==> src/rtl/ffha_pkg.sv <==
// ----------------------------------------------------------------------------
// First-fit heap allocator package
// Request modes, status codes, register indexes, result kinds and the
// command and status groups between the controller and the datapath.
// ----------------------------------------------------------------------------
package ffha_pkg;

    localparam logic [1:0] MODE_ALLOC = 2'd0;
    localparam logic [1:0] MODE_FREE  = 2'd1;
    localparam logic [1:0] MODE_FIND  = 2'd2;
    localparam logic [1:0] MODE_ADDR  = 2'd3;

    localparam logic [1:0] ST_OK        = 2'd0;
    localparam logic [1:0] ST_NO_GAP    = 2'd1;
    localparam logic [1:0] ST_FULL      = 2'd2;
    localparam logic [1:0] ST_NOT_FOUND = 2'd3;

    localparam int unsigned APB_AW        = 3;
    localparam logic        REG_HEAP_BASE = 1'b0;
    localparam logic        REG_HEAP_END  = 1'b1;

    localparam logic [2:0] RES_NO_GAP    = 3'd0;
    localparam logic [2:0] RES_FULL      = 3'd1;
    localparam logic [2:0] RES_NOT_FOUND = 3'd2;
    localparam logic [2:0] RES_ALLOC     = 3'd3;
    localparam logic [2:0] RES_FREE      = 3'd4;
    localparam logic [2:0] RES_FIND      = 3'd5;
    localparam logic [2:0] RES_ADDR      = 3'd6;

    typedef struct packed {
        logic       load;
        logic       walk_init;
        logic       walk_step;
        logic       wr_new;
        logic       wr_link;
        logic       unlink;
        logic       look_rd;
        logic       set_res;
        logic [2:0] res;
        logic       push;
    } t_cmd;

    typedef struct packed {
        logic [1:0] mode;
        logic       size_done;
        logic       walk_end;
        logic       hit;
        logic       tail_fit;
        logic       scan_done;
        logic       scan_full;
        logic       look_ok;
        logic       out_free;
    } t_stat;

endpackage

==> src/rtl/ffha_apb.sv <==
// ----------------------------------------------------------------------------
// Allocator configuration registers
// APB-style write and read access to the heap base and heap end registers.
// ----------------------------------------------------------------------------
module ffha_apb (
    input  logic                          i_clk,
    input  logic                          i_rst_n,
    input  logic                          psel,
    input  logic                          penable,
    input  logic                          pwrite,
    input  logic [ffha_pkg::APB_AW-1:0]   paddr,
    input  logic [31:0]                   pwdata,
    output logic [31:0]                   prdata,
    output logic                          pready,
    output logic [31:0]                   o_heap_base,
    output logic [31:0]                   o_heap_end
);

    logic [31:0] r_heap_base;
    logic [31:0] r_heap_end;
    logic        s_sel_end;
    logic        s_wr;

    assign s_sel_end = (paddr[ffha_pkg::APB_AW-1] == ffha_pkg::REG_HEAP_END);
    assign s_wr      = psel && penable && pwrite;

    always_ff @(posedge i_clk) begin
        if (!i_rst_n) begin
            r_heap_base <= '0;
            r_heap_end  <= '0;
        end else if (s_wr) begin
            if (s_sel_end) begin
                r_heap_end <= pwdata;
            end else begin
                r_heap_base <= pwdata;
            end
        end
    end

    assign prdata      = s_sel_end ? r_heap_end : r_heap_base;
    assign pready      = 1'b1;
    assign o_heap_base = r_heap_base;
    assign o_heap_end  = r_heap_end;

endmodule

==> config.mk <==
export PLATFORM = sky130hd
export DESIGN_NAME = ffha_apb
export DESIGN_NICKNAME = d
export VERILOG_FILES = /design/src/rtl/ffha_pkg.sv /design/src/rtl/ffha_apb.sv
export SDC_FILE = /design/constraint.sdc
export NUM_CORES = 1
export LEC_CHECK = 0
export ABC_AREA = 1
export BUFFER_PORTS_ARGS = -buffer_cell sky130_fd_sc_hd__buf_2
export CAP_MARGIN = 20
export CORE_MARGIN = 3
export CORE_UTILIZATION = 51
export DETAILED_ROUTE_END_ITERATION = 8
export GPL_TIMING_DRIVEN = 0
export MAX_ROUTING_LAYER = met4
export PLACE_DENSITY = 0.88
export SLEW_MARGIN = 10
export SYNTH_ARGS = -nofsm -noshare
export SYNTH_HDL_FRONTEND = slang
export SYNTH_SLANG_ARGS = --single-unit
==> constraint.sdc <==
create_clock -name i_clk -period 1.15 [get_ports i_clk]
set_input_delay 0.0575 -clock i_clk [delete_from_list [all_inputs] [get_ports i_clk]]
set_output_delay 0.0575 -clock i_clk [all_outputs]
set_load 0.05 [all_outputs]
==> impl_metrics.toml <==
[route]
maxUsedRoutingLayer = "met4"
routed_via_density = 5.04
number_of_routed_nets_with_antenna_violations = 0
drtIter0Drc = 194
drt_pre_antenna_iters = 5
routed-via-count = 3579
remaining_design_rule_violation_count = 0
met3_length_um = 801
wl_met1_um = 3810
avgRoutedWirePerCell_um = 12.9
detailroute.wirelength.met2_um = 4400
wirelength_um = 9190

[worst_setup_path]
arrival_time_at_the_worst_endpoint_ns = 1.04
critical_path_peak_fanout = 3
cp_num_cells = 3
path_buf_inv = 1
cp-start-kind = "flop"
sequence_of_cells_on_the_critical_path = "nand2_1 > nand2_1 > buf_4"
cp_slowest_stage_delay_ns = 0.39
crit_path_frequent_cell = "nand2_1"
timing.critical_path.required_ns = 1.09
worstSetupPathType = "flop to output pin"
timing.critical_path.slowest_stage_cell = "dfxtp_1"
crit_path_end_kind = "output pin"
crit_family = "flip-flops"
r2r.worst_path.cells = 2

[final_layout]
area_growth_from_synthesis_to_layout_pct = 34.4
final_cell_mix = "160 x nand2_1, 128 x nor2_1, 106 x buf_2, 64 x nand3_1, 59 x dfxtp_1"
finalNetCount = 673
register_cell_area_after_layout_mm2 = 0.00129
stdcell_area_mm2 = 0.00417
final.fill_count = 472
multi_input_logic_area_mm2 = 0.00146
fraction_of_final_layout_cells_sized_beyond_drive_strength_1_pct = 29.3
num_antenna_cells = 0
utilization_after_layout_pct = 73.1
layout.cells.most_common = "nand2_1"
final_standard_cell_count_with_taps_included_and_fillers_excluded = 710

[synth]
ys_seq_area_share_pct = 41.3
synthTopCellsByArea = "dfxtp_1 41%, nand2_1 19%, nor2_1 15%"
yosysTopAreaCellShare_pct = 41.3
synthesis.nets = 530
synth.yosys.warnings = 0
synthesis.instances = 490
combined_area_of_all_synthesized_cells_mm2 = 0.00310
synth_area_leader_cell = "dfxtp_1"
synthesis.area_per_instance_um2 = 6.33
ys_types = 15
synth_seq_cells = 64

[global_route]
global_route.usage.total_pct = 27.4
grt_max_degree = 11
first_global_vias = 3405
grt_pass1_wl_um = 15400
antenna_found_initial = 0
overflow = 0

[timing]
clock.fmax_ghz = 0.910
timing.final.crit_period_ns = 1.10
setup_viol = 0
worst_clock_skew_ns = 0
finalHoldViolations = 0
min_period_over_period_pct = 95.5
final-max-slew-violation-count = 0

[pwr]
vdd_ir_max_mv = 0.793
total_power_mw = 5.46
cellLeakagePower_nw = 2.35
power_per_cell_area_mw_per_mm2 = 1310

[die]
die_width_um = 84
initial_utilization_pct = 54.4
design.die.area_mm2 = 0.00706
io-pin-count = 137
std_cell_rows = 27
placeableCoreArea_mm2 = 0.00571
die_h_um = 84

[placed_design]
numPlacedInstances = 694
gp_routability_congestion = 0.817
detailedPlacementHpwl_um = 6660
postPlaceCellArea_mm2 = 0.00385
port_buffers = 132

[clock_tree]
sinks_on_the_clock_net = 64
cts_max_level = 3
clk-insertion-delay-late_ns = 0.33
cts.path.max_buffers = 2
tritoncts = "built"
cts.clk_slew.worst_paths_ns = 0.07
cts_setup_buffers = 0
clock_buffers_created_by_tritoncts = 9
cts_root_buffer = "clkbuf_8"

[flow_run]
cap_violations = 0

[worst_hold_path]
holdCritPathClass = "input pin to flop"
min_path_cells = 5

[outcome]
status = "completed"
[tightest hold or removal path, delay by kind of cell]
family | cells | cell delay, ns
buffers and inverters | 2 | 0.11
AND/OR/NAND/NOR | 3 | 0.19
[metal layers]
layer	track usage, %	vias up
met5	-	-
met4	11.0	0
met3	5.33	17
met2	44.7	175
met1	33.3	1621
li1	-	1766
[cell usage after synthesis]
| master | count |
|---|---|
| nor2_8 | 1 |
| nand3_1 | 64 |
| buf_6 | 7 |
| dfxtp_1 | 64 |
| buf_1 | 5 |
| conb_1 | 1 |
| buf_4 | 9 |
| nor2_4 | 2 |
| buf_2 | 13 |
| inv_1 | 32 |
| inv_2 | 2 |
| nand2_2 | 1 |
| nand3_2 | 1 |
| nand2_1 | 160 |
| nor2_1 | 128 |
[final cells by class]
cell class / count / share of cell area (%)
clock inverters: 3 / 0.960
flip-flops and latches: 64 / 30.9
plain buffers: 34 / 5.94
clock buffers: 13 / 3.81
inverters: 34 / 3.06
repair buffers: 132 / 18.1
multi-input cells: 358 / 35.1
well taps: 72 / 2.16
[registers in the layout, summed over array words and instances (netlist names)]
signal       flops
o_heap_end      32
o_heap_base     32
[path summary, 6_finish.rpt]
path / startpoint / endpoint / slack, ns
max: o_heap_end[15] / prdata[15] / 0.05
min: pwdata[11] / o_heap_base[11] / 0.05
max reg2reg: o_heap_end[29] / o_heap_end[29] / 0.49
min reg2reg: o_heap_end[28] / o_heap_end[28] / 0.50
[what timing repair did]
item | 4_1_cts | 5_1_grt
resized for setup | 11 | 57
setup endpoints to repair | 25 | 31
hold buffers | 0 | 0
[metrics by stage]
step                      setup TNS [ns]  worst slack [ns]  hold slack, ns
after floorplan                        0            0.0131           0.246
after global placement          -0.00370          -0.00370           0.382
after detailed placement          -0.277           -0.0401           0.394
after CTS                              0           0.00275          0.0387
after global routing             -0.0169           -0.0169          0.0671
final                                  0            0.0516          0.0544
[kinds of logic after synthesis]
logic type | synth area share, %
flops | 41.3
buf+inv | 11.5
simple gates | 47.1
other cells | 0.121
[power breakdown]
part | switching [mW] | internal (mW)
clock | 0.846 | 1.12
sequential | 0.0615 | 2.30
combinational | 0.821 | 0.324
No activity file was read; power rests on OpenSTA's default activity.
