[config.mk]
export PLATFORM = sky130hd
export DESIGN_NAME = ffha_ctrl
export DESIGN_NICKNAME = d
export VERILOG_FILES = /design/src/rtl/ffha_pkg.sv /design/src/rtl/ffha_ctrl.sv
export SDC_FILE = /design/constraint.sdc
export NUM_CORES = 1
export LEC_CHECK = 0
export BUFFER_PORTS_ARGS = -buffer_cell sky130_fd_sc_hd__buf_2
export CAP_MARGIN = 10
export CORE_MARGIN = 1.5
export CORE_UTILIZATION = 40
export CTS_BUF_LIST = sky130_fd_sc_hd__clkbuf_4 sky130_fd_sc_hd__clkbuf_8
export DETAILED_ROUTE_END_ITERATION = 10
export PLACE_DENSITY = 0.79
export SETUP_SLACK_MARGIN = 0.05
export SLEW_MARGIN = 25
export SYNTH_ARGS = -nofsm -noshare
export SYNTH_HDL_FRONTEND = slang
export SYNTH_SLANG_ARGS = --single-unit
[constraint.sdc]
create_clock -name i_clk -period 1.4 [get_ports i_clk]
set_input_delay 0.07 -clock i_clk [delete_from_list [all_inputs] [get_ports i_clk]]
set_output_delay 0.07 -clock i_clk [all_outputs]
set_load 0.05 [all_outputs]
[src/rtl/ffha_pkg.sv]
// ----------------------------------------------------------------------------
// First-fit heap allocator package
// Request modes, status codes, register indexes, result kinds and the
// command and status groups between the controller and the datapath.
// ----------------------------------------------------------------------------
package ffha_pkg;

    localparam logic [1:0] MODE_ALLOC = 2'd0;
    localparam logic [1:0] MODE_FREE  = 2'd1;
    localparam logic [1:0] MODE_FIND  = 2'd2;
    localparam logic [1:0] MODE_ADDR  = 2'd3;

    localparam logic [1:0] ST_OK        = 2'd0;
    localparam logic [1:0] ST_NO_GAP    = 2'd1;
    localparam logic [1:0] ST_FULL      = 2'd2;
    localparam logic [1:0] ST_NOT_FOUND = 2'd3;

    localparam int unsigned APB_AW        = 3;
    localparam logic        REG_HEAP_BASE = 1'b0;
    localparam logic        REG_HEAP_END  = 1'b1;

    localparam logic [2:0] RES_NO_GAP    = 3'd0;
    localparam logic [2:0] RES_FULL      = 3'd1;
    localparam logic [2:0] RES_NOT_FOUND = 3'd2;
    localparam logic [2:0] RES_ALLOC     = 3'd3;
    localparam logic [2:0] RES_FREE      = 3'd4;
    localparam logic [2:0] RES_FIND      = 3'd5;
    localparam logic [2:0] RES_ADDR      = 3'd6;

    typedef struct packed {
        logic       load;
        logic       walk_init;
        logic       walk_step;
        logic       wr_new;
        logic       wr_link;
        logic       unlink;
        logic       look_rd;
        logic       set_res;
        logic [2:0] res;
        logic       push;
    } t_cmd;

    typedef struct packed {
        logic [1:0] mode;
        logic       size_done;
        logic       walk_end;
        logic       hit;
        logic       tail_fit;
        logic       scan_done;
        logic       scan_full;
        logic       look_ok;
        logic       out_free;
    } t_stat;

endpackage

[src/rtl/ffha_ctrl.sv]
// ----------------------------------------------------------------------------
// Allocator controller
// Sequences size rounding, the list walk, the free-id wait, table updates
// and the result beat for each request.
// ----------------------------------------------------------------------------
module ffha_ctrl (
    input  logic            i_clk,
    input  logic            i_rst_n,
    input  logic            i_in_valid,
    output logic            o_in_ready,
    input  ffha_pkg::t_stat i_stat,
    output ffha_pkg::t_cmd  o_cmd
);

    localparam logic [3:0] S_IDLE   = 4'd0;
    localparam logic [3:0] S_DISP   = 4'd1;
    localparam logic [3:0] S_SIZE   = 4'd2;
    localparam logic [3:0] S_WSTART = 4'd3;
    localparam logic [3:0] S_WALK   = 4'd4;
    localparam logic [3:0] S_SCANW  = 4'd5;
    localparam logic [3:0] S_WR1    = 4'd6;
    localparam logic [3:0] S_WR2    = 4'd7;
    localparam logic [3:0] S_UNLINK = 4'd8;
    localparam logic [3:0] S_LOOK   = 4'd9;
    localparam logic [3:0] S_LOOK2  = 4'd10;
    localparam logic [3:0] S_DONE   = 4'd11;

    logic [3:0] r_state;
    logic [3:0] n_state;
    logic       s_alloc;

    assign s_alloc = (i_stat.mode == ffha_pkg::MODE_ALLOC);

    always_comb begin
        o_cmd   = '0;
        n_state = r_state;
        unique case (r_state)
            S_IDLE: begin
                if (i_in_valid) begin
                    o_cmd.load = 1'b1;
                    n_state    = S_DISP;
                end
            end
            S_DISP: begin
                unique case (i_stat.mode)
                    ffha_pkg::MODE_ALLOC: n_state = S_SIZE;
                    ffha_pkg::MODE_FREE:  n_state = S_WSTART;
                    ffha_pkg::MODE_FIND:  n_state = S_WSTART;
                    ffha_pkg::MODE_ADDR:  n_state = S_LOOK;
                    default:              n_state = S_IDLE;
                endcase
            end
            S_SIZE: begin
                if (i_stat.size_done) begin
                    n_state = S_WSTART;
                end
            end
            S_WSTART: begin
                o_cmd.walk_init = 1'b1;
                n_state         = S_WALK;
            end
            S_WALK: begin
                priority if (i_stat.walk_end) begin
                    if (s_alloc && i_stat.tail_fit) begin
                        n_state = S_SCANW;
                    end else begin
                        o_cmd.set_res = 1'b1;
                        o_cmd.res     = s_alloc ? ffha_pkg::RES_NO_GAP
                                                : ffha_pkg::RES_NOT_FOUND;
                        n_state       = S_DONE;
                    end
                end else if (i_stat.hit) begin
                    if (s_alloc) begin
                        n_state = S_SCANW;
                    end else if (i_stat.mode == ffha_pkg::MODE_FREE) begin
                        n_state = S_UNLINK;
                    end else begin
                        o_cmd.set_res = 1'b1;
                        o_cmd.res     = ffha_pkg::RES_FIND;
                        n_state       = S_DONE;
                    end
                end else begin
                    o_cmd.walk_step = 1'b1;
                end
            end
            S_SCANW: begin
                if (i_stat.scan_done) begin
                    if (i_stat.scan_full) begin
                        o_cmd.set_res = 1'b1;
                        o_cmd.res     = ffha_pkg::RES_FULL;
                        n_state       = S_DONE;
                    end else begin
                        n_state = S_WR1;
                    end
                end
            end
            S_WR1: begin
                o_cmd.wr_new = 1'b1;
                n_state      = S_WR2;
            end
            S_WR2: begin
                o_cmd.wr_link = 1'b1;
                o_cmd.set_res = 1'b1;
                o_cmd.res     = ffha_pkg::RES_ALLOC;
                n_state       = S_DONE;
            end
            S_UNLINK: begin
                o_cmd.unlink  = 1'b1;
                o_cmd.set_res = 1'b1;
                o_cmd.res     = ffha_pkg::RES_FREE;
                n_state       = S_DONE;
            end
            S_LOOK: begin
                if (i_stat.look_ok) begin
                    o_cmd.look_rd = 1'b1;
                    n_state       = S_LOOK2;
                end else begin
                    o_cmd.set_res = 1'b1;
                    o_cmd.res     = ffha_pkg::RES_NOT_FOUND;
                    n_state       = S_DONE;
                end
            end
            S_LOOK2: begin
                o_cmd.set_res = 1'b1;
                o_cmd.res     = ffha_pkg::RES_ADDR;
                n_state       = S_DONE;
            end
            S_DONE: begin
                if (i_stat.out_free) begin
                    o_cmd.push = 1'b1;
                    n_state    = S_IDLE;
                end
            end
            default: n_state = S_IDLE;
        endcase
    end

    always_ff @(posedge i_clk) begin
        if (!i_rst_n) begin
            r_state <= S_IDLE;
        end else begin
            r_state <= n_state;
        end
    end

    assign o_in_ready = (r_state == S_IDLE);

endmodule

==> results of run 1 <==
-- metal layers --
| metal | global-route usage [%] | wire (um) | vias to the layer above | part of all wire [%] |
|---|---|---|---|---|
| met1 | 42.1 | 1240 | 505 | 35 |
| met3 | 10.8 | 395 | 30 | 11 |
| met2 | 58.1 | 1670 | 109 | 47 |
| met4 | 22.5 | 230 | 0 | 6.5 |
| li1 | - | - | 451 | - |
| met5 | 0 | 0 | - | 0 |
-- Yosys cell counts, types with 2 or more instances --
master    n  area, sq um
nand2_1   4         15.0
nor3_1    2         10.0
a31oi_1   4         25.0
a21oi_1   5         25.0
inv_1     5         18.8
buf_2     3         15.0
and2_1    3         18.8
or2_2     3         18.8
clkbuf_1  3         11.3
o22ai_1   2         12.5
nor2_1    9         33.8
or4_1     3         22.5
nand2b_1  5         31.3
dfxtp_1   4         80.1
o21ai_0   4         20.0
nor2b_1   2         12.5
o211ai_1  2         15.0
and3_1    2         12.5
nand3_1   3         15.0
nor4b_1   2         17.5
o21ai_1   2         10.0
-- worst register-to-register path: cells and delay by family (launching register included) --
family | cells | cell delay (ns)
AOI/OAI and AO/OA | 2 | 0.41
buffers and inverters | 2 | 0.26
DFF | 1 | 0.34
and+or+nand+nor | 2 | 0.73
-- cell type report --
cell class | instances | share of cell area (%)
clock buffers | 3 | 1.78
inverters | 5 | 1.68
multi-input cells | 75 | 49.9
flip-flops and latches | 4 | 6.71
well taps | 15 | 1.48
repair buffers | 56 | 38.5
-- power groups by stage --
stage	registers, uW	clock network (uW)	logic (uW)
final	203	178	1720
after global routing	201	179	1770
after CTS	179	153	1460
after detailed placement	175	0	1200
after global placement	171	0	1170
after floorplan	181	0	871
-- cell usage in the layout, fill, tap and decap left out, drive strengths merged, types with 4 or more instances in the layout --
cell | synthesis | routed
a21oi | 5 | 5
a31oi | 4 | 4
buf | 4 | 56
dfxtp | 4 | 4
inv | 5 | 5
nand2 | 4 | 4
nand2b | 5 | 5
nor2 | 9 | 9
o21ai | 6 | 6
-- worst paths after layout --
kind	from	to	slack, ns	cells after the start
hold reg to reg	r_state[3]$_SDFFE_PN0P_	r_state[2]$_SDFFE_PN0P_	0.51	1
setup reg to reg	r_state[1]$_SDFFE_PN0P_	r_state[1]$_SDFFE_PN0P_	-0.46	6
setup / recovery	r_state[1]$_SDFFE_PN0P_	o_cmd[4]	-0.51	4
hold / removal	i_rst_n	r_state[3]$_SDFFE_PN0P_	0.13	3
-- cell families after synthesis --
| kind of cell | after synthesis |
|---|---|
| buf+inv | 12 |
| simple gates | 44 |
| flops | 4 |
| compound gates | 31 |
-- through the flow --
step	TNS (ns)	power [uW]	utilization, %
floorplan	-2.79	1050	-
global placement	-1.43	1350	70.2
detailed placement	-1.54	1370	70.2
CTS	-2.97	1790	84.0
global route	-5.03	2150	92.8
finish	-4.54	2100	92.8
-- repair_timing --
item,CTS,global route
setup buffers,2,7
pin swaps,7,7
resized for setup,44,21
setup endpoints to repair,17,17
==> summary.txt, run 1 <==
Synth
  • Post-Synth Adder-Cell Area: 0%
  • Post-synth EDFFs: 0
  • Post-synthesis xor/xnor area fraction: 0%
  • Flops & latches, synth: 4
  • Synth Cell Area: 611 sq um
  • Sequential area share after synthesis: 13.1%
  • Simple-gate share of the synthesized area: 43.4%
  • Synth unique cells: 40
  • Synthesized area per cell: 6.71 sq um
  • Largest family of logic cells by synthesized area: simple AND/OR/NAND/NOR gates
  • Syn_nets: 104
  • FFs w/ async S/R, synth: 0%
  • Main flop type after synthesis: dfxtp_1
  • Mux contribution to synthesized area: 0%
  • Synth Area in Compound Gates: 34.2%
  • YS warnings: 0
  • Post-Synthesis Cells: 91

Power
  • Power per cell area: 1660 nW/um^2
  • Max VDD drop: 1.24 mV
  • Sw Ratio: 50.5%
  • Clk pwr share: 8.4%
  • P_leak: 0.000546 uW
  • Power share of the combinational group: 81.9%
  • Switching Power: 1060 uW
  • Seq pwr share: 9.6%
  • P_int: 1040 uW

Placed design
  • DP Wirelength: 1740 um
  • Number of port buffers: 25
  • Placed cell count: 147
  • Gpl congestion: 0.978
  • DP Area: 960 sq um
  • Placement Setup Slack: -0.263 ns

Route
  • DRC Markers: 0
  • Via density per instance: 6.93
  • Antenna Nets Post-Route: 0
  • Initial DRC count: 58
  • Avg WL per Cell: 22.4 um
  • Final WL: 3540 um
  • Drt first pass iters: 4
  • Via count: 1095

Finish
  • Final cell count without fillers: 158
  • Sequential cell area: 85.1 sq um
  • Max reg flops: 4
  • Share of layout cells above drive strength 1: 63.6%
  • Fin area: 1270 sq um
  • Layout fillers: 50
  • Biggest regs: r_state (4)
  • Diodes inserted: 0
  • Area delta synth->final: 108%
  • Most flop-heavy register: r_state
  • Fin nets: 158
  • Area of the multi-input gates: 632 sq um

Die
  • Cell Rows: 13
  • Core ar.: 1370 sq um
  • I/O Pins: 26
  • Die width: 42.1 um
  • Starting Density: 44.7%
  • Vert. Die Dim: 42.1 um
  • DIE AREA: 1770 sq um

Worst setup path
  • CP arrival: 1.84 ns
  • Worst endpoint required time: 1.33 ns
  • Critical Path Start Type: flip-flop
  • Buf/Inv on CP: 1
  • Worst Setup End Kind: primary output
  • Crit-path slowest cell: or4b_4
  • Cells along the critical path: or4b_4 > or3b_1 > o211ai_1 > buf_4
  • Crit-path max FO: 2
  • WS Path Type: reg -> out
  • Critical Path Max Stage Delay: 0.54 ns
  • Critical path's top delay family: simple AND/OR/NAND/NOR gates

Timing
  • Upper clock frequency limit: 0.524 GHz
  • WHS: 0.132 ns
  • Crit path time final: 1.91 ns
  • Least-Margin Pin Slew: 0.438 ns
  • Final period utilization: 136%
  • Slew Limit Fails: 0
  • Worst clock skew: 0.00211 ns
  • Fin. Hold Viols: 0
  • Final setup margin: -0.508 ns
  • Slew headroom: 70.7%
  • RSZ-0062 raised after global routing: true
  • Final setup violation count: 16

CTS
  • Worst-Skew Late Latency: 0.26 ns
  • CTS Buf Count: 3
  • Clk slew on worst S/H paths: 0.05 ns
  • CTS tree: yes
  • Root buffer cell: clkbuf_4
  • # clock sinks: 4
  • H-tree Lvls: 1
  • Longest Clk Path Bufs: 2
  • Hold-fix buffers at CTS: 0

Outcome
  • Failing checks: negative setup slack
  • Run status: finished, violations left

Run
  • Max-Cap Viols: 0

Global route
  • GRT Util Overall: 36.3%
  • GR Overflow Total: 0
  • Wire length of the first global-routing pass: 4920 um
  • Vias in the first global route: 1003
  • Initial antenna violation count: 0
  • Largest net degree at the start of global routing: 21

Hold path
  • Min-delay worst type: in -> reg
Power figures use the tool's default switching activity.
==> run 2: changes to the inputs <==
CORE_MARGIN = 2   (was 1.5)
PLACE_DENSITY = 0.76   (was 0.79)
clock period = 2.1 ns   (was 1.4 ns; I/O delays follow)
==> run 2 against run 1 <==
Core utilization decreased by 38 points. Largest cell class unchanged. Largest power group unchanged. Combinational power decreased by 63%. Clock skew increased by 0.0025 ns. The flow now finishes without violations. Sequential power decreased by 38%. Count of clock-buffer cells in the layout unchanged. Clock power decreased by 47%.
==> summary.txt, run 2 (synthesized netlist as in run 1, its figures left out) <==
Outcome
  • Run status: finished, final reports clean

Global route
  • Wire length of the first global-routing pass: 3160 um
  • Largest net degree at the start of global routing: 21
  • Initial antenna violation count: 0
  • Met2 usage: 36.4%
  • GR Overflow Total: 0
  • GRT Util Overall: 22.0%
  • Vias in the first global route: 720
  • Grt met1 use: 28.6%
  • Most Crowded Layer GR: met2
  • GR Util met3: 2.55%

CTS
  • Root buffer cell: clkbuf_4
  • Post CTS Setup Buffer Count: 0
  • # clock sinks: 4
  • H-tree Lvls: 1
  • CTS Buf Count: 3
  • CTS tree: yes
  • Worst-Skew Late Latency: 0.24 ns
  • Hold-fix buffers at CTS: 0
  • Clk slew on worst S/H paths: 0.04 ns
  • Longest Clk Path Bufs: 2

Timing
  • WHS: 0.165 ns
  • RSZ-0062 raised after global routing: false
  • Least-Margin Pin Slew: 0.391 ns
  • Slew Limit Fails: 0
  • Worst clock skew: 0.00463 ns
  • Upper clock frequency limit: 0.495 GHz
  • Final setup margin: 0.0810 ns
  • Final setup violation count: 0
  • Slew headroom: 73.6%
  • Crit path time final: 2.02 ns
  • Fin. Hold Viols: 0
  • Setup_tns: 0 ns
  • Final period utilization: 96.1%

Finish
  • Fin area: 810 sq um
  • Fin nets: 133
  • Final cell count without fillers: 134
  • Most flop-heavy register: r_state
  • Diodes inserted: 0
  • Commonest non-fill, non-tap cell in the layout: buf_2
  • Area delta synth->final: 32.6%
  • Share of layout cells above drive strength 1: 35.6%
  • Biggest regs: r_state (4)
  • Commonest non-fill, non-tap cells in the layout: buf_2, nor2_1, buf_4
  • Max reg flops: 4

Power
  • Sw Ratio: 54.6%
  • Power per cell area: 1060 nW/um^2
  • Switching Power: 467 uW
  • Power share of the combinational group: 74.2%
  • P_int: 389 uW
  • Max VDD drop: 0.556 mV
  • Clk pwr share: 11.0%
  • Seq pwr share: 14.7%
  • P_leak: 0.000384 uW

Die
  • I/O Pins: 26
  • Core ar.: 1470 sq um
  • Cell Rows: 14
  • Starting Density: 41.5%
  • Vert. Die Dim: 43.1 um
  • DIE AREA: 1860 sq um
  • Die width: 43.1 um

Route
  • DRC Markers: 0
  • Via density per instance: 5.90
  • Antenna Nets Post-Route: 0
  • Via count: 791
  • Drt first pass iters: 4
  • Initial DRC count: 34
  • Avg WL per Cell: 13.9 um
  • Final WL: 1870 um

Run
  • Max-Cap Viols: 0

Worst setup path
  • CP arrival: 1.91 ns
  • Worst endpoint required time: 2.00 ns
  • WS Path Type: reg -> out
  • Crit-path max FO: 7
  • Critical Path Start Type: flip-flop
  • Worst Setup End Kind: primary output
  • Flop2flop setup slack: 0.37 ns

Hold path
  • Min-delay worst type: in -> reg

Placed design
  • DP Wirelength: 1460 um
  • Placement Setup Slack: 0.287 ns
  • Gpl congestion: 0.897
  • Placed cell count: 131
  • DP Area: 785 sq um
  • Number of port buffers: 25
[run 2: cell count changes in the layout (fill, tap and decap cells not counted), moves of 2 or more]
| cell | delta |
|---|---|
| nand2_2 | -2 |
| nand2b_1 | +2 |
| buf_4 | -16 |
| dfxtp_1 | +4 |
| buf_8 | -5 |
| buf_6 | -16 |
| nand2_1 | +2 |
| nor2_1 | +3 |
| buf_2 | +12 |
| dfxtp_2 | -4 |
| nor2_4 | -4 |
| nand2b_4 | -2 |
[run 2: worst paths after layout]
| kind | from | to | cells after the start |
|---|---|---|---|
| hold reg to reg | r_state[3]$_SDFFE_PN0P_ | r_state[2]$_SDFFE_PN0P_ | 2 |
| setup / recovery | r_state[1]$_SDFFE_PN0P_ | o_cmd[4] | 4 |
| setup reg to reg | r_state[1]$_SDFFE_PN0P_ | r_state[1]$_SDFFE_PN0P_ | 5 |
| hold / removal | i_rst_n | r_state[2]$_SDFFE_PN0P_ | 3 |
[run 2: layer usage]
layer / wire, um / vias up
met5: 0 / -
met2: 932 / 21
met4: 24 / 0
met1: 837 / 366
li1: - / 400
met3: 75 / 4
[run 2: what timing repair did]
item                                    4_1_cts  5_1_grt
resized for setup                             1        0
endpoints found under the hold margin         0        0
endpoints found under the setup margin        1        0
[run 2: power by group through the flow]
stage | registers, uW | clock network [uW] | logic [uW]
floorplan | 114 | 0 | 503
global placement | 124 | 0 | 618
detailed placement | 127 | 0 | 628
CTS | 126 | 99.3 | 631
global route | 132 | 103 | 686
finish | 126 | 94.6 | 635
[run 2: per-stage QoR]
stage	total power, uW	util [%]
2_1_floorplan	618	-
3_5_place_dp	754	53.3
4_1_cts	857	55.0
6_report	856	55.0
5_1_grt	921	55.0
3_3_place_gp	742	53.3
[run 2: cell type report]
cell class,count,area (sq um)
clock buffer,3,22.5
fill,159,662
inverter,5,18.8
multi-input combinational,75,495
sequential,4,80.1
tap,16,20.0
timing repair buffer,31,173
[run 2: critical path, cell delays in order (launching register included)]
cell,delay (ns)
dfxtp_1,0.38
or4b_4,0.55
or3b_1,0.42
o211ai_1,0.10
buf_4,0.23
==> run 3: changes to the inputs <==
ABC_AREA = 1   (was default)
PLACE_DENSITY = 0.77   (was 0.76)
==> run 3 against run 2 <==
Worst hold slack got worse by 0.022 ns. Count of clock-buffer cells in the layout unchanged. First-iteration DRC count decreased by 32%. Die area decreased by 6.3%. Register-to-register slack improved by 0.41 ns. Largest cell class unchanged. Largest power group unchanged.
==> summary.txt, run 3 <==
Route
  • Via density per instance: 4.72
  • Avg WL per Cell: 9.57 um
  • Initial DRC count: 23
  • Via count: 731
  • Top sig layer: met4
  • DRC Markers: 0
  • Drt first pass iters: 4
  • Antenna Nets Post-Route: 0
  • DR WL met3: 76 um
  • Final WL: 1480 um
  • M1 wire length: 698 um
  • Met2 Wirelength: 688 um

Die
  • Vert. Die Dim: 41.7 um
  • Die width: 41.7 um
  • Cell Rows: 13
  • Starting Density: 43.1%
  • I/O Pins: 26
  • Core ar.: 1320 sq um
  • DIE AREA: 1740 sq um

Timing
  • Final setup violation count: 0
  • Fin. Hold Viols: 0
  • Slew headroom: 82.2%
  • Worst clock skew: 0.00262 ns
  • Slew Limit Fails: 0
  • Least-Margin Pin Slew: 0.266 ns
  • Setup_tns: 0 ns
  • Upper clock frequency limit: 0.579 GHz
  • Final period utilization: 82.2%
  • RSZ-0062 raised after global routing: false
  • Crit path time final: 1.73 ns

Synth
  • Post-Synthesis Cells: 112
  • Most common library cells after synthesis: nand2_1, nor2_1, inv_1, nand3_1
  • Flops & latches, synth: 4
  • YS warnings: 0
  • Synth Cell Area: 568 sq um
  • Main flop type after synthesis: dfxtp_1
  • Synthesized area per cell: 5.07 sq um
  • Top cell type's share of synthesized area: 20.5%
  • Syn_nets: 125
  • Top cells by area, synth: nand2_1, dfxtp_1, nor2_1
  • Sequential area share after synthesis: 14.1%
  • Synth unique cells: 19
  • Post-synth EDFFs: 0
  • Cell with the most instances after synthesis: nand2_1
  • Yosys top cell by area: nand2_1
  • FFs w/ async S/R, synth: 0%

Worst setup path
  • Crit-path max FO: 7
  • Critical Path Max Stage Delay: 0.46 ns
  • RR Startpoint: r_state[1]$_SDFFE_PN0P_
  • Flop2flop setup slack: 0.78 ns
  • Crit-path slowest cell: dfxtp_1
  • CP endpoint: o_cmd[4]
  • Critical Path Start Type: flip-flop
  • Cells along the critical path: nand2_2 > nor2_4 > nand3b_1 > o211ai_1 > buf_2
  • WS Path Type: reg -> out
  • Buf/Inv on CP: 1
  • Critical path's top delay family: simple AND/OR/NAND/NOR gates
  • CP arrival: 1.62 ns
  • Reg2reg end: r_state[1]$_SDFFE_PN0P_
  • Worst path depth: 5
  • Worst Reg-to-Reg Cells: 7
  • Critical Path Start: r_state[2]$_SDFFE_PN0P_
  • Worst endpoint required time: 2.00 ns
  • Worst Setup End Kind: primary output

Finish
  • Diodes inserted: 0
  • Share of layout cells above drive strength 1: 30.0%
  • Fin nets: 155
  • Most flop-heavy register: r_state
  • Area delta synth->final: 29.3%
  • Biggest regs: r_state (4)
  • Commonest non-fill, non-tap cell in the layout: nand2_1
  • Commonest non-fill, non-tap cells in the layout: nand2_1, buf_2, nor2_1
  • Max reg flops: 4
  • Layout fillers: 148
  • Area of the multi-input gates: 402 sq um
  • Final Core Density: 55.7%
  • Sequential cell area: 80.1 sq um

Power
  • Max VDD drop: 0.796 mV
  • Switching Power: 449 uW
  • Clk pwr share: 12.4%
  • P_int: 313 uW
  • P_leak: 0.000477 uW
  • Sw Ratio: 58.9%
  • Seq pwr share: 17.6%
  • Power share of the combinational group: 70.0%
  • Power per cell area: 1040 nW/um^2

Placed design
  • DP Wirelength: 1270 um
  • Gpl congestion: 0.841
  • Number of port buffers: 25

Run
  • Max-Cap Viols: 0

CTS
  • Post CTS Setup Buffer Count: 0
  • H-tree Lvls: 1
  • Longest Clk Path Bufs: 2
  • Clk slew on worst S/H paths: 0.04 ns
  • CTS Buf Count: 3
  • Worst-Skew Late Latency: 0.23 ns
  • Root buffer cell: clkbuf_4
  • CTS tree: yes
  • Hold-fix buffers at CTS: 0
  • # clock sinks: 4
  • Post_cts resized: 0

Global route
  • Largest net degree at the start of global routing: 8
  • Vias in the first global route: 667
  • GR Overflow Total: 0
  • Initial antenna violation count: 0
  • Wire length of the first global-routing pass: 2550 um
  • GRT Util Overall: 18.5%

Hold path
  • Min-delay worst type: in -> reg

Outcome
  • Run status: finished, final reports clean
==> run 3: cell types whose count changed after synthesis, moves of 4 or more <==
cell | previous run | this run
inv_1 | 5 | 18
nand2b_1 | 5 | 0
inv_2 | 0 | 4
nand2_2 | 0 | 4
nand2_1 | 4 | 31
nor2_1 | 9 | 20
nand3_1 | 3 | 9
a31oi_1 | 4 | 0
==> run 3: worst min path at each step <==
stage                     depth (start not counted)  slack [ns]    start                       to
after floorplan                                   2        0.28  i_rst_n  r_state[0]$_SDFFE_PN0P_
after global placement                            3        0.38  i_rst_n  r_state[3]$_SDFFE_PN0P_
after detailed placement                          3        0.38  i_rst_n  r_state[3]$_SDFFE_PN0P_
after CTS                                         3        0.14  i_rst_n  r_state[3]$_SDFFE_PN0P_
after global routing                              3        0.16  i_rst_n  r_state[1]$_SDFFE_PN0P_
final                                             3        0.14  i_rst_n  r_state[3]$_SDFFE_PN0P_
==> run 3: tightest hold or removal path: stages <==
cell and delay (ns):
buf_2 0.07, inv_1 0.05, a21oi_1 0.11
==> run 3: cell families (layout without fill, tap and decap cells) <==
kind of cell,Yosys count,count (layout),synth area share [%]
buffers and inverters,23,51,15.2
and+or+nand+nor,75,75,61.0
DFF,4,4,14.1
AOI/OAI and AO/OA,10,10,9.69
==> run 3: power groups by stage <==
stage / clock network, uW / logic (uW) / registers [uW]
final: 94.4 / 533 / 134
after global placement: 0 / 530 / 131
after global routing: 108 / 595 / 136
after detailed placement: 0 / 535 / 134
after CTS: 97.6 / 536 / 133
after floorplan: 0 / 429 / 127
==> run 3: stage by stage <==
| stage | cell area [sq um] | instances | hold WS, ns | worst slack, ns | total power (uW) |
|---|---|---|---|---|---|
| after floorplan | 568 | 112 | 0.276 | 0.303 | 556 |
| after global placement | 712 | 152 | 0.384 | 0.651 | 661 |
| after detailed placement | 712 | 152 | 0.380 | 0.627 | 669 |
| after CTS | 734 | 155 | 0.135 | 0.377 | 767 |
| after global routing | 734 | 155 | 0.162 | 0.272 | 839 |
| final | 734 | 155 | 0.143 | 0.373 | 762 |
==> run 3: final cells by class <==
cell class              count  share of cell area [%]
clock buffers               3                    3.07
inverters                  23                    11.8
multi-input cells          85                    54.7
flip-flops and latches      4                    10.9
well taps                  15                    2.56
repair buffers             25                    17.0
==> run 3: routing by layer <==
metal,vias up,GRT usage (%)
li1,403,-
met4,0,5.16
met3,2,5.65
met1,304,22.8
met5,-,0
met2,22,30.9
